`src/sv/bfil_pkg.sv`:
```
// Package for the Bloom filter block: constants, payload structs, FSM states.
// Used by every module of the block; depends on nothing.
package bfil_pkg;
	localparam int FilterBits = 1024;
	localparam int AddrW = $clog2(FilterBits);
	localparam int SizeW = 11;
	localparam int CountW = 5;
	localparam int MaxHashes = 16;
	localparam int HashW = 64;
	localparam logic [HashW-1:0] DjbStart = 64'd5381;
	localparam logic [SizeW-1:0] SizeReset = 11'd1000;
	localparam logic [CountW-1:0] CountReset = 5'd4;
	localparam logic CfgFilterSize = 1'b0;
	localparam logic CfgHashCount = 1'b1;
	localparam logic ReqInsert = 1'b0;

	typedef struct packed {
		logic req_type;
		logic [7:0] key_byte;
		logic key_last;
	} in_item_t;

	typedef struct packed {
		logic found;
		logic was_insert;
	} out_item_t;

	typedef enum logic [2:0] {
		ST_CLEAR,
		ST_IDLE,
		ST_MOD,
		ST_PROBE,
		ST_WAIT,
		ST_DONE
	} state_t;

	// Controller to datapath commands.
	typedef struct packed {
		logic clr_wr;
		logic hash_en;
		logic mod_start;
		logic probe_first;
		logic probe_en;
		logic hash_reset;
	} cmd_t;

	// Datapath to controller status.
	typedef struct packed {
		logic clr_done;
		logic mod_done;
		logic probes_done;
	} sts_t;
endpackage

```
`src/sv/bfil_ctrl.sv`:
```
// Controller state machine for the Bloom filter block.
// Depends on bfil_pkg.
module bfil_ctrl (
	input  logic clk,
	input  logic arst_n,
	input  logic in_valid,
	input  logic in_last,
	output logic in_ready,
	output logic out_valid,
	input  logic out_ready,
	input  bfil_pkg::sts_t sts,
	output bfil_pkg::cmd_t cmd
);
	bfil_pkg::state_t state_q, state_d;

	// State register.
	always_ff @(posedge clk or negedge arst_n) begin
		if (!arst_n) begin
			state_q <= bfil_pkg::ST_CLEAR;
		end else begin
			state_q <= state_d;
		end
	end

	// Next state and commands.
	always_comb begin
		state_d = state_q;
		cmd = '0;
		in_ready = 1'b0;
		out_valid = 1'b0;
		unique case (state_q)
			bfil_pkg::ST_CLEAR: begin
				cmd.clr_wr = 1'b1;
				if (sts.clr_done) begin
					state_d = bfil_pkg::ST_IDLE;
				end
			end
			bfil_pkg::ST_IDLE: begin
				in_ready = 1'b1;
				if (in_valid) begin
					cmd.hash_en = 1'b1;
					if (in_last) begin
						cmd.mod_start = 1'b1;
						state_d = bfil_pkg::ST_MOD;
					end
				end
			end
			bfil_pkg::ST_MOD: begin
				if (sts.mod_done) begin
					cmd.probe_first = 1'b1;
					state_d = bfil_pkg::ST_PROBE;
				end
			end
			bfil_pkg::ST_PROBE: begin
				if (sts.probes_done) begin
					state_d = bfil_pkg::ST_WAIT;
				end else begin
					cmd.probe_en = 1'b1;
				end
			end
			bfil_pkg::ST_WAIT: begin
				// let the last read-modify-write settle
				state_d = bfil_pkg::ST_DONE;
			end
			bfil_pkg::ST_DONE: begin
				out_valid = 1'b1;
				if (out_ready) begin
					cmd.hash_reset = 1'b1;
					state_d = bfil_pkg::ST_IDLE;
				end
			end
			default: state_d = bfil_pkg::ST_IDLE;
		endcase
	end
endmodule

```
`src/sv/bfil_dp.sv`:
```
// Datapath for the Bloom filter block: hashes, serial modulo, probe address
// generation and the bit store. Depends on bfil_pkg.
module bfil_dp (
	input  logic clk,
	input  logic arst_n,
	input  bfil_pkg::in_item_t in_item,
	input  logic cfg_we,
	input  logic cfg_index,
	input  logic [bfil_pkg::SizeW-1:0] cfg_data,
	input  bfil_pkg::cmd_t cmd,
	output bfil_pkg::sts_t sts,
	output bfil_pkg::out_item_t out_item
);
	localparam int AW = bfil_pkg::AddrW;
	localparam int SW = bfil_pkg::SizeW;
	localparam int HW = bfil_pkg::HashW;
	localparam int CW = bfil_pkg::CountW;
	localparam int BitCntW = $clog2(HW + 1);

	logic [SW-1:0] size_q;
	logic [CW-1:0] count_q;
	logic [HW-1:0] djb_q, kr_q;
	logic [SW-1:0] used_size;
	logic [CW-1:0] used_count;
	logic [HW-1:0] djb_sh_q, kr_sh_q;
	logic [SW:0] rem1_q, rem2_q;
	logic [BitCntW-1:0] bit_cnt_q;
	logic mod_busy_q;
	logic [SW:0] r1_try, r2_try;
	logic [AW:0] pos_q, step_q;
	logic [CW-1:0] done_cnt_q;
	logic [AW:0] next_pos;
	logic [AW:0] size_ext;
	logic req_q;
	logic all_q;
	logic mem [bfil_pkg::FilterBits];
	logic [AW:0] clr_cnt_q;
	logic rd_pend_s1;
	logic [AW-1:0] rd_addr_s1;
	logic rd_bit;
	logic [AW-1:0] wr_addr;
	logic wr_en, wr_val;

	// Clamp configuration to the usable range.
	always_comb begin
		used_size = size_q;
		if (size_q == '0) begin
			used_size = SW'(1);
		end else if (size_q > SW'(bfil_pkg::FilterBits)) begin
			used_size = SW'(bfil_pkg::FilterBits);
		end
		used_count = count_q;
		if (count_q > CW'(bfil_pkg::MaxHashes)) begin
			used_count = CW'(bfil_pkg::MaxHashes);
		end
	end
	assign size_ext = (AW + 1)'(used_size);

	// Configuration registers.
	always_ff @(posedge clk or negedge arst_n) begin
		if (!arst_n) begin
			size_q <= bfil_pkg::SizeReset;
			count_q <= bfil_pkg::CountReset;
		end else if (cfg_we) begin
			if (cfg_index == bfil_pkg::CfgFilterSize) begin
				size_q <= cfg_data;
			end else begin
				count_q <= cfg_data[CW-1:0];
			end
		end
	end

	// Running hashes, one byte per item.
	always_ff @(posedge clk or negedge arst_n) begin
		if (!arst_n) begin
			djb_q <= bfil_pkg::DjbStart;
			kr_q <= '0;
		end else if (cmd.hash_reset) begin
			djb_q <= bfil_pkg::DjbStart;
			kr_q <= '0;
		end else if (cmd.hash_en && in_item.key_byte != 8'd0) begin
			djb_q <= (djb_q << 5) + djb_q + HW'(in_item.key_byte);
			kr_q <= (kr_q << 5) - (kr_q << 1) + kr_q + HW'(in_item.key_byte);
		end
	end

	// Bit-serial restoring modulo of both hashes, one bit a cycle.
	assign r1_try = {rem1_q[SW-1:0], djb_sh_q[HW-1]};
	assign r2_try = {rem2_q[SW-1:0], kr_sh_q[HW-1]};
	always_ff @(posedge clk or negedge arst_n) begin
		if (!arst_n) begin
			mod_busy_q <= 1'b0;
			bit_cnt_q <= '0;
		end else if (cmd.mod_start) begin
			mod_busy_q <= 1'b1;
			bit_cnt_q <= BitCntW'(HW);
		end else if (mod_busy_q) begin
			bit_cnt_q <= bit_cnt_q - 1'b1;
			if (bit_cnt_q == BitCntW'(1)) begin
				mod_busy_q <= 1'b0;
			end
		end
	end

	always_ff @(posedge clk) begin
		if (cmd.mod_start) begin
			// the last byte updates the hash in the same edge; fold it in here
			if (in_item.key_byte != 8'd0) begin
				djb_sh_q <= (djb_q << 5) + djb_q + HW'(in_item.key_byte);
				kr_sh_q <= (kr_q << 5) - (kr_q << 1) + kr_q + HW'(in_item.key_byte);
			end else begin
				djb_sh_q <= djb_q;
				kr_sh_q <= kr_q;
			end
			rem1_q <= '0;
			rem2_q <= '0;
			req_q <= in_item.req_type;
		end else if (mod_busy_q) begin
			djb_sh_q <= djb_sh_q << 1;
			kr_sh_q <= kr_sh_q << 1;
			rem1_q <= (r1_try >= (SW + 1)'(used_size)) ? r1_try - (SW + 1)'(used_size)
				: r1_try;
			rem2_q <= (r2_try >= (SW + 1)'(used_size)) ? r2_try - (SW + 1)'(used_size)
				: r2_try;
		end
	end
	assign sts.mod_done = mod_busy_q == 1'b0 && bit_cnt_q == '0;

	// Probe address sequence: h1, h2, h1+h2, h1+2*h2, ...
	always_comb begin
		next_pos = pos_q + step_q;
		if (next_pos >= size_ext) begin
			next_pos = next_pos - size_ext;
		end
	end

	always_ff @(posedge clk or negedge arst_n) begin
		if (!arst_n) begin
			done_cnt_q <= '0;
			all_q <= 1'b1;
			rd_pend_s1 <= 1'b0;
		end else begin
			rd_pend_s1 <= 1'b0;
			if (cmd.probe_first) begin
				done_cnt_q <= '0;
				all_q <= 1'b1;
			end else if (cmd.probe_en) begin
				done_cnt_q <= done_cnt_q + 1'b1;
				rd_pend_s1 <= 1'b1;
			end
			if (rd_pend_s1 && !rd_bit) begin
				all_q <= 1'b0;
			end
		end
	end

	always_ff @(posedge clk) begin
		if (cmd.probe_first) begin
			pos_q <= rem1_q[AW:0];
			step_q <= rem2_q[AW:0];
		end else if (cmd.probe_en) begin
			rd_addr_s1 <= pos_q[AW-1:0];
			if (done_cnt_q == '0) begin
				pos_q <= step_q;
			end else if (done_cnt_q == CW'(1)) begin
				pos_q <= (rem1_q[AW:0] + step_q >= size_ext)
					? rem1_q[AW:0] + step_q - size_ext : rem1_q[AW:0] + step_q;
			end else begin
				pos_q <= next_pos;
			end
		end
	end
	assign sts.probes_done = done_cnt_q == used_count;

	// Clearing sweep after reset.
	always_ff @(posedge clk or negedge arst_n) begin
		if (!arst_n) begin
			clr_cnt_q <= '0;
		end else if (cmd.clr_wr && !clr_cnt_q[AW]) begin
			clr_cnt_q <= clr_cnt_q + 1'b1;
		end
	end
	assign sts.clr_done = clr_cnt_q[AW];

	// Bit store: one write port, one registered read port.
	assign wr_en = cmd.clr_wr || (rd_pend_s1 && req_q == bfil_pkg::ReqInsert);
	assign wr_addr = cmd.clr_wr ? clr_cnt_q[AW-1:0] : rd_addr_s1;
	assign wr_val = !cmd.clr_wr;
	always_ff @(posedge clk) begin
		if (wr_en) begin
			mem[wr_addr] <= wr_val;
		end
	end
	always_ff @(posedge clk) begin
		rd_bit <= mem[pos_q[AW-1:0]];
	end

	assign out_item.found = req_q != bfil_pkg::ReqInsert && all_q;
	assign out_item.was_insert = req_q == bfil_pkg::ReqInsert;
endmodule

```
`src/sv/bloom_filter_insert_lookup.sv`:
```
// Top level of the Bloom filter block: joins controller and datapath.
// Depends on bfil_pkg, bfil_ctrl, bfil_dp.
//
// Channel  Dir  Handshake           Payload
// in       in   in_valid/in_ready   bfil_pkg::in_item_t
// out      out  out_valid/out_ready bfil_pkg::out_item_t
// cfg      in   cfg_we              cfg_index, cfg_data
//
// A non-final key byte only updates the running hashes. A final byte is taken
// and then runs the bit-serial modulo of both hashes, the probes (one
// bit-store access each), a settle state and the result. After reset a
// clearing sweep runs before the first item is taken. A held result blocks
// new items until taken.
module bloom_filter_insert_lookup (
	input  logic clk,
	input  logic arst_n,
	input  logic in_valid,
	output logic in_ready,
	input  bfil_pkg::in_item_t in_data,
	output logic out_valid,
	input  logic out_ready,
	output bfil_pkg::out_item_t out_data,
	input  logic cfg_we,
	input  logic cfg_index,
	input  logic [bfil_pkg::SizeW-1:0] cfg_data
);
	bfil_pkg::cmd_t cmd;
	bfil_pkg::sts_t sts;

	bfil_ctrl u_ctrl (
		.clk(clk),
		.arst_n(arst_n),
		.in_valid(in_valid),
		.in_last(in_data.key_last),
		.in_ready(in_ready),
		.out_valid(out_valid),
		.out_ready(out_ready),
		.sts(sts),
		.cmd(cmd)
	);

	bfil_dp u_dp (
		.clk(clk),
		.arst_n(arst_n),
		.in_item(in_data),
		.cfg_we(cfg_we),
		.cfg_index(cfg_index),
		.cfg_data(cfg_data),
		.cmd(cmd),
		.sts(sts),
		.out_item(out_data)
	);
endmodule

```
`config.mk`:
```
export PLATFORM = sky130hd
export DESIGN_NAME = bloom_filter_insert_lookup
export DESIGN_NICKNAME = d
export VERILOG_FILES = /design/src/sv/bfil_pkg.sv /design/src/sv/bfil_ctrl.sv /design/src/sv/bfil_dp.sv /design/src/sv/bloom_filter_insert_lookup.sv
export SDC_FILE = /design/constraint.sdc
export NUM_CORES = 2
export LEC_CHECK = 0
export BUFFER_PORTS_ARGS = -buffer_cell sky130_fd_sc_hd__clkbuf_2
export CORE_ASPECT_RATIO = 1.2
export CORE_MARGIN = 10
export CORE_UTILIZATION = 30
export CTS_CLUSTER_DIAMETER = 120
export DETAILED_ROUTE_END_ITERATION = 12
export PLACE_DENSITY = 0.5
export SYNTH_ARGS = -nofsm -noshare
export SYNTH_HDL_FRONTEND = slang
export SYNTH_HIERARCHICAL = 1
export SYNTH_SLANG_ARGS = --single-unit
```
`constraint.sdc`:
```
create_clock -name clk -period 30.7 [get_ports clk]
set_input_delay 3.07 -clock clk [delete_from_list [all_inputs] [get_ports clk]]
set_output_delay 3.07 -clock clk [all_outputs]
set_load 0.02 [all_outputs]
```
Yosys cells after proc, flatten, opt, wreduce, memory -nomap -nowiden
Memory sizes are Yosys's and may differ from the RTL's. A register that Yosys moved wholly into a read port is not among the register bits. Index checks and enable logic that the tools add are counted.

Reduce and logical (&&, ||, !) cells: 23. Magnitude comparators: 6. Bitwise operators: 4. Equal/unequal tests: 14. Multiplexer cells: 54. $add $sub $neg: 14.

Operators with widths (number): $mux W64 (10); $add A64 B64 Y64 (2); $add A64 B8 Y64 (2); $mux W11 (10); $sub A64 B64 Y64 (1); $sub A11 B11 Y11 (4); $ge A12 B11 Y1 (2); $add A11 B11 Y11 (2); $ge A11 B11 Y1 (2); $mux W1 (19); $mux W3 (6); $pmux W3 S6 (1); $mux W5 (3); $mux W7 (2); $add A11 B1 Y11 const B (1); $gt A11 B11 Y1 const B (1); $logic_not A11 Y1 (1); $mux W10 (1); $ne A2 B2 Y1 const B (5); $reduce_bool A2 Y1 (4); $reduce_bool A8 Y1 (1); $eq A7 B1 Y1 const B (1); $logic_not A7 Y1 (1); $sub A7 B1 Y7 const B (1); 17 further kinds (32).

Bits in writable memories: 1024. Memories: 1. Output and inout port bits: 4. Register bits after elaboration: 356. Word-level logic and storage cells: 135. Input port bits: 27.

Memory list: u_dp.mem (depth 1024, width 1, read ports 1, clocked after Yosys merged registers in 1, write ports 1, RTL line bfil_dp.sv:36) `logic mem [bfil_pkg::FilterBits];`.

Logic depth before layout (Yosys ltp)
Depth after elaboration: 9. Depth in mapped cells: 21. Mapped depth without buffers: 20.

Cells and area by module
Netlist, hierarchy kept.

Modules (own cells, without submodules): bfil_dp (area an instance 72701.0 µm², times used 1, seq. area each 40314.9 µm², cells an instance 6001); bfil_ctrl (area an instance 250.2 µm², times used 1, seq. area each 75.1 µm², cells an instance 26).

Worst setup path before layout
OpenSTA, ideal clock, no wires.

Path kind: register to register. From: reg u_ctrl.state_q[1]. To: mem u_dp.mem[451] (enable). Data arrival time: 20.925 ns. Cell stages (with the launch flop): 11. Setup time: 0.254 ns. Period minus slack after synthesis: 21.179 ns. Path buffers: 5. Data required time: 30.446 ns. Slack: 9.521 ns. Cell sequence: dfrtp_1 -> buf_6 -> nor3_1 -> clkbuf_1 -> inv_1 -> clkbuf_1 -> o22ai_1 -> nand3_1 -> clkbuf_1 -> buf_1 -> nor2_1.

RTL lines: from (decl) (RTL line bfil_ctrl.sv:14) `bfil_pkg::state_t state_q, state_d;`; from (signal assigned) (RTL line bfil_ctrl.sv:19) `state_q <= bfil_pkg::ST_CLEAR;`; from (signal assigned) (RTL line bfil_ctrl.sv:21) `state_q <= state_d;`; to (decl) (RTL line bfil_dp.sv:36).

Final worst setup path
From: in in_data[7] (netlist name). To: reg u_dp.kr_sh_q[57], data pin.

Cells in the longest elaborated chain, start to end: 3. Elaborated cells on any way between the ends: 4. Those cells by class: 1 x add/sub; 2 x mux; 1 x reduce/logical.

RTL lines: from (decl) (RTL line bloom_filter_insert_lookup.sv:19) `input bfil_pkg::in_item_t in_data,`; $add A64 B8 Y64 or $reduce_bool A8 Y1 (tied branches) (RTL line bfil_dp.sv:110, bfil_dp.sv:108); $mux W64 (*) (RTL line bfil_dp.sv:108) `if (in_item.key_byte != 8'd0) begin`; $mux W64 (*) (RTL line bfil_dp.sv:106) `if (cmd.mod_start) begin`; to (signal assigned) (RTL line bfil_dp.sv:110) `kr_sh_q <= (kr_q << 5) - (kr_q << 1) + kr_q + HW'(in_item.key_byte);`; to (signal assigned) (RTL line bfil_dp.sv:113) `kr_sh_q <= kr_q;`; to (signal assigned) (RTL line bfil_dp.sv:120) `kr_sh_q <= kr_sh_q << 1;`; to (decl) (RTL line bfil_dp.sv:25) `logic [HW-1:0] djb_sh_q, kr_sh_q;`.

Every way passes the cells marked *; elsewhere a longest branch is shown, timed or not. A chain may end at the register's enable or synchronous reset.

==> impl_metrics.toml <==
[floorplan]
fp-row-count = 198
start_util_pct = 30.1
coreArea_um2 = 242000
pin_count = 31
dieWidth_um = 470
dieArea_um2 = 263000
fp.dieH_um = 560

[pwr]
power.density_nw_per_um2 = 49.8
ir_drop_v = 0.0000603
finalPower_mw = 4.06
leakagePower_nw = 30.7

[routing]
vias = 48000
dr.pass1.iters = 7
ant_nets = 0
wl_per_cell_um = 22.1
drt_iter0_markers = 3966
remaining_drc_errors = 0
totalWireLength_um = 204000
viasPerCell = 5.22

[run_status]
status = "completed"

[critical_path]
endpoint_kind = "flip-flop"
path_max_fanout = 6
start_kind = "primary input"
cp.arrival_ns = 7.66
crit_required_ns = 31.22
critPathKind = "in2reg"

[cells_and_area]
multi_input_area_um2 = 30300
drive_gt1_share_pct = 13.1
final_nets = 6288
register_area_um2 = 40400
fillers = 24100
syn2layout_area_growth_pct = 11.7

[logic_synthesis]
ys_warn_count = 6
synthCells = 6027
ys_ff_latch = 1381
ys_seq_area_share_pct = 55.4
syn_nets = 6442
synth_ff_type = "edfxtp_1"
yosys.cell_types.count = 94
synth_edf_count = 1185
netlist_area_um2 = 73000
async_flop_share_pct = 12.5
syn_avg_cell_area_um2 = 12.1

[clocking]
cts.sinks = 1381
htreeDepth = 4
cts_hold_buf = 0
cts_tree = "yes"
postCtsResizedCells = 0
cts_root_buf = "clkbuf_16"
cts-buffers-inserted = 163
clk_pin_slew_worst_paths_ns = 0.06
cts_buffer_depth = 3
cts_setup_buffers = 0
worstSkewPairLatency_ns = 0.86

[placement]
dp_hpwl_um = 120000
place.gp.congestion = 0.847
io_buffer_count = 30

[grt]
grt_usage_pct = 15.1
grt_pass1_wl_um = 309000
first_global_vias = 49100
antenna_found_initial = 1
grt-ovfl-total = 0
grt_max_degree = 309

[sta]
slew_viol_final = 0
finalSetupViolations = 0
finClkSkew_ns = 0.0583
fin_crit_sh_pct = 23.3
hold_violations = 0
maxSlewHeadroom_pct = 7.49
fin_tns_setup_ns = 0
rsz0062_at_grt = "no"
period_minus_slack_ns = 7.14
worst_slew_pin_slew_ns = 1.39
fmax_mhz = 140

[job]
cap_violations = 0

[min_path]
hold_class = "reg2reg"
[cells in the final DEF (no fill, tap or decap), types with 30 or more instances in the layout]
cell,n
nand2_1,444
o21ai_0,191
dfrtp_1,160
xor2_1,67
mux4_2,330
clkbuf_1,50
a21oi_1,225
nand4_1,44
nand3_1,78
a31oi_1,110
a22o_1,48
buf_4,83
fa_1,76
mux2_2,34
nor2b_1,30
nor3_1,51
xnor2_1,122
inv_1,184
nor2_1,1289
a21o_1,93
ha_1,312
edfxtp_1,1185
clkbuf_16,163
[final cells by class]
class | instances | area share (%)
Inverter | 187 | 0.877
Tap cell | 3200 | 4.91
Clock buffer | 221 | 5.37
Sequential cell | 1381 | 49.6
Timing Repair Buffer | 115 | 1.01
Clock inverter | 79 | 1.07
Antenna cell | 1 | 0.00307
Multi-Input combinational cell | 4025 | 37.2
[cell families (layout without fill, tap and decap cells)]
kind of cell | after synthesis | in the layout | synth area share (%)
buffers and inverters | 621 | 602 | 3.37
multiplexers | 394 | 394 | 11.1
XOR/XNOR | 189 | 189 | 2.27
adder cells (fa/ha/maj) | 389 | 389 | 7.45
AO/OA/AOI/OAI | 935 | 935 | 8.36
flip-flops | 1381 | 1381 | 55.4
AND/OR/NAND/NOR | 2118 | 2118 | 12.1
other | 0 | 1 | 0
[stage by stage]
stage / instances / utilization [%] / setup slack [ns] / instance area, um^2 / hold slack, ns
final: 9209 / 33.6 / 23.56 / 81500 / 0.440
after global placement: 8908 / 31.5 / 22.74 / 76200 / 0.426
after CTS: 9208 / 33.6 / 23.70 / 81500 / 0.439
after floorplan: 6027 / - / 9.52 / 73000 / 0.374
after global routing: 9209 / 33.6 / 23.23 / 81500 / 0.475
after detailed placement: 8908 / 31.5 / 22.76 / 76200 / 0.430
[sequential cells by signal, indices dropped and copies added (netlist names)]
name,count
u_dp/done_cnt_q,5
u_dp/pos_q,11
u_dp/req_q,1
u_dp/all_q,1
u_dp/bit_cnt_q,7
u_dp/mem,1024
u_dp/clr_cnt_q,11
u_dp/mod_busy_q,1
u_dp/kr_q,64
u_dp/count_q,5
u_dp/rd_pend_s1,1
u_dp/kr_sh_q,64
u_dp/rd_bit,1
u_dp/djb_q,64
u_dp/step_q,11
u_ctrl/state_q,3
u_dp/size_q,11
u_dp/rem1_q,11
u_dp/rem2_q,11
u_dp/djb_sh_q,64
u_dp/rd_addr_s1,10
[worst paths after layout]
check,slack (ns),depth (start not counted),start,to
max,23.56,16,in_data[7],u_dp/kr_sh_q[57]
min,0.44,1,u_dp/rd_pend_s1,u_dp/all_q
max reg2reg,23.95,12,u_dp/pos_q[0],u_dp/rd_bit
min reg2reg,0.44,1,u_dp/rd_pend_s1,u_dp/all_q
max in group asynchronous,27.13,2,arst_n,u_dp/done_cnt_q[0]
min in group asynchronous,2.30,1,arst_n,u_dp/djb_q[26]
[metal layers]
layer / routed length [um] / vias up / global-route usage, %
met2: 106000 / 1111 / 27.4
met1: 83400 / 24800 / 18.6
li1: - / 21800 / -
met5: 0 / - / 0
met3: 8840 / 310 / 1.92
met4: 5410 / 0 / 4.46
[cell usage after synthesis, types with 48 or more instances]
cell type	n	share of area (%)
inv_1	186	0.96
nor3_1	53	0.36
a31oi_1	110	0.94
nand2_1	461	2.4
a21o_1	93	0.96
ha_1	312	5.4
edfxtp_1	1185	49
clkbuf_1	330	1.7
a21oi_1	226	1.6
a22o_1	48	0.58
fa_1	76	2.1
mux4_2	330	10
xor2_1	67	0.80
nand3_1	94	0.64
buf_1	50	0.26
nor2_1	1290	6.6
o21ai_0	191	1.3
dfrtp_1	160	5.5
xnor2_1	122	1.5
[power by group]
| part | leakage (nW) | internal [mW] | switching [mW] |
|---|---|---|---|
| logic | 12.8 | 0.0546 | 0.0809 |
| registers | 15.3 | 2.01 | 0.00250 |
| clock network | 2.53 | 1.08 | 0.824 |
| total | 30.7 | 3.15 | 0.907 |
[worst max-delay path: stages]
cell	delay [ns]
clkbuf_2	0.15
fa_1	0.55
inv_1	0.05
fa_1	0.48
inv_1	0.04
ha_1	0.35
o211ai_1	0.13
o211ai_1	0.35
nand3_1	0.20
a2111oi_2	0.55
o21ai_1	0.22
a211oi_2	0.61
a211oi_2	0.28
o311ai_2	0.33
xnor2_1	0.18
a31oi_1	0.12
(Power assumes the default switching activity.)
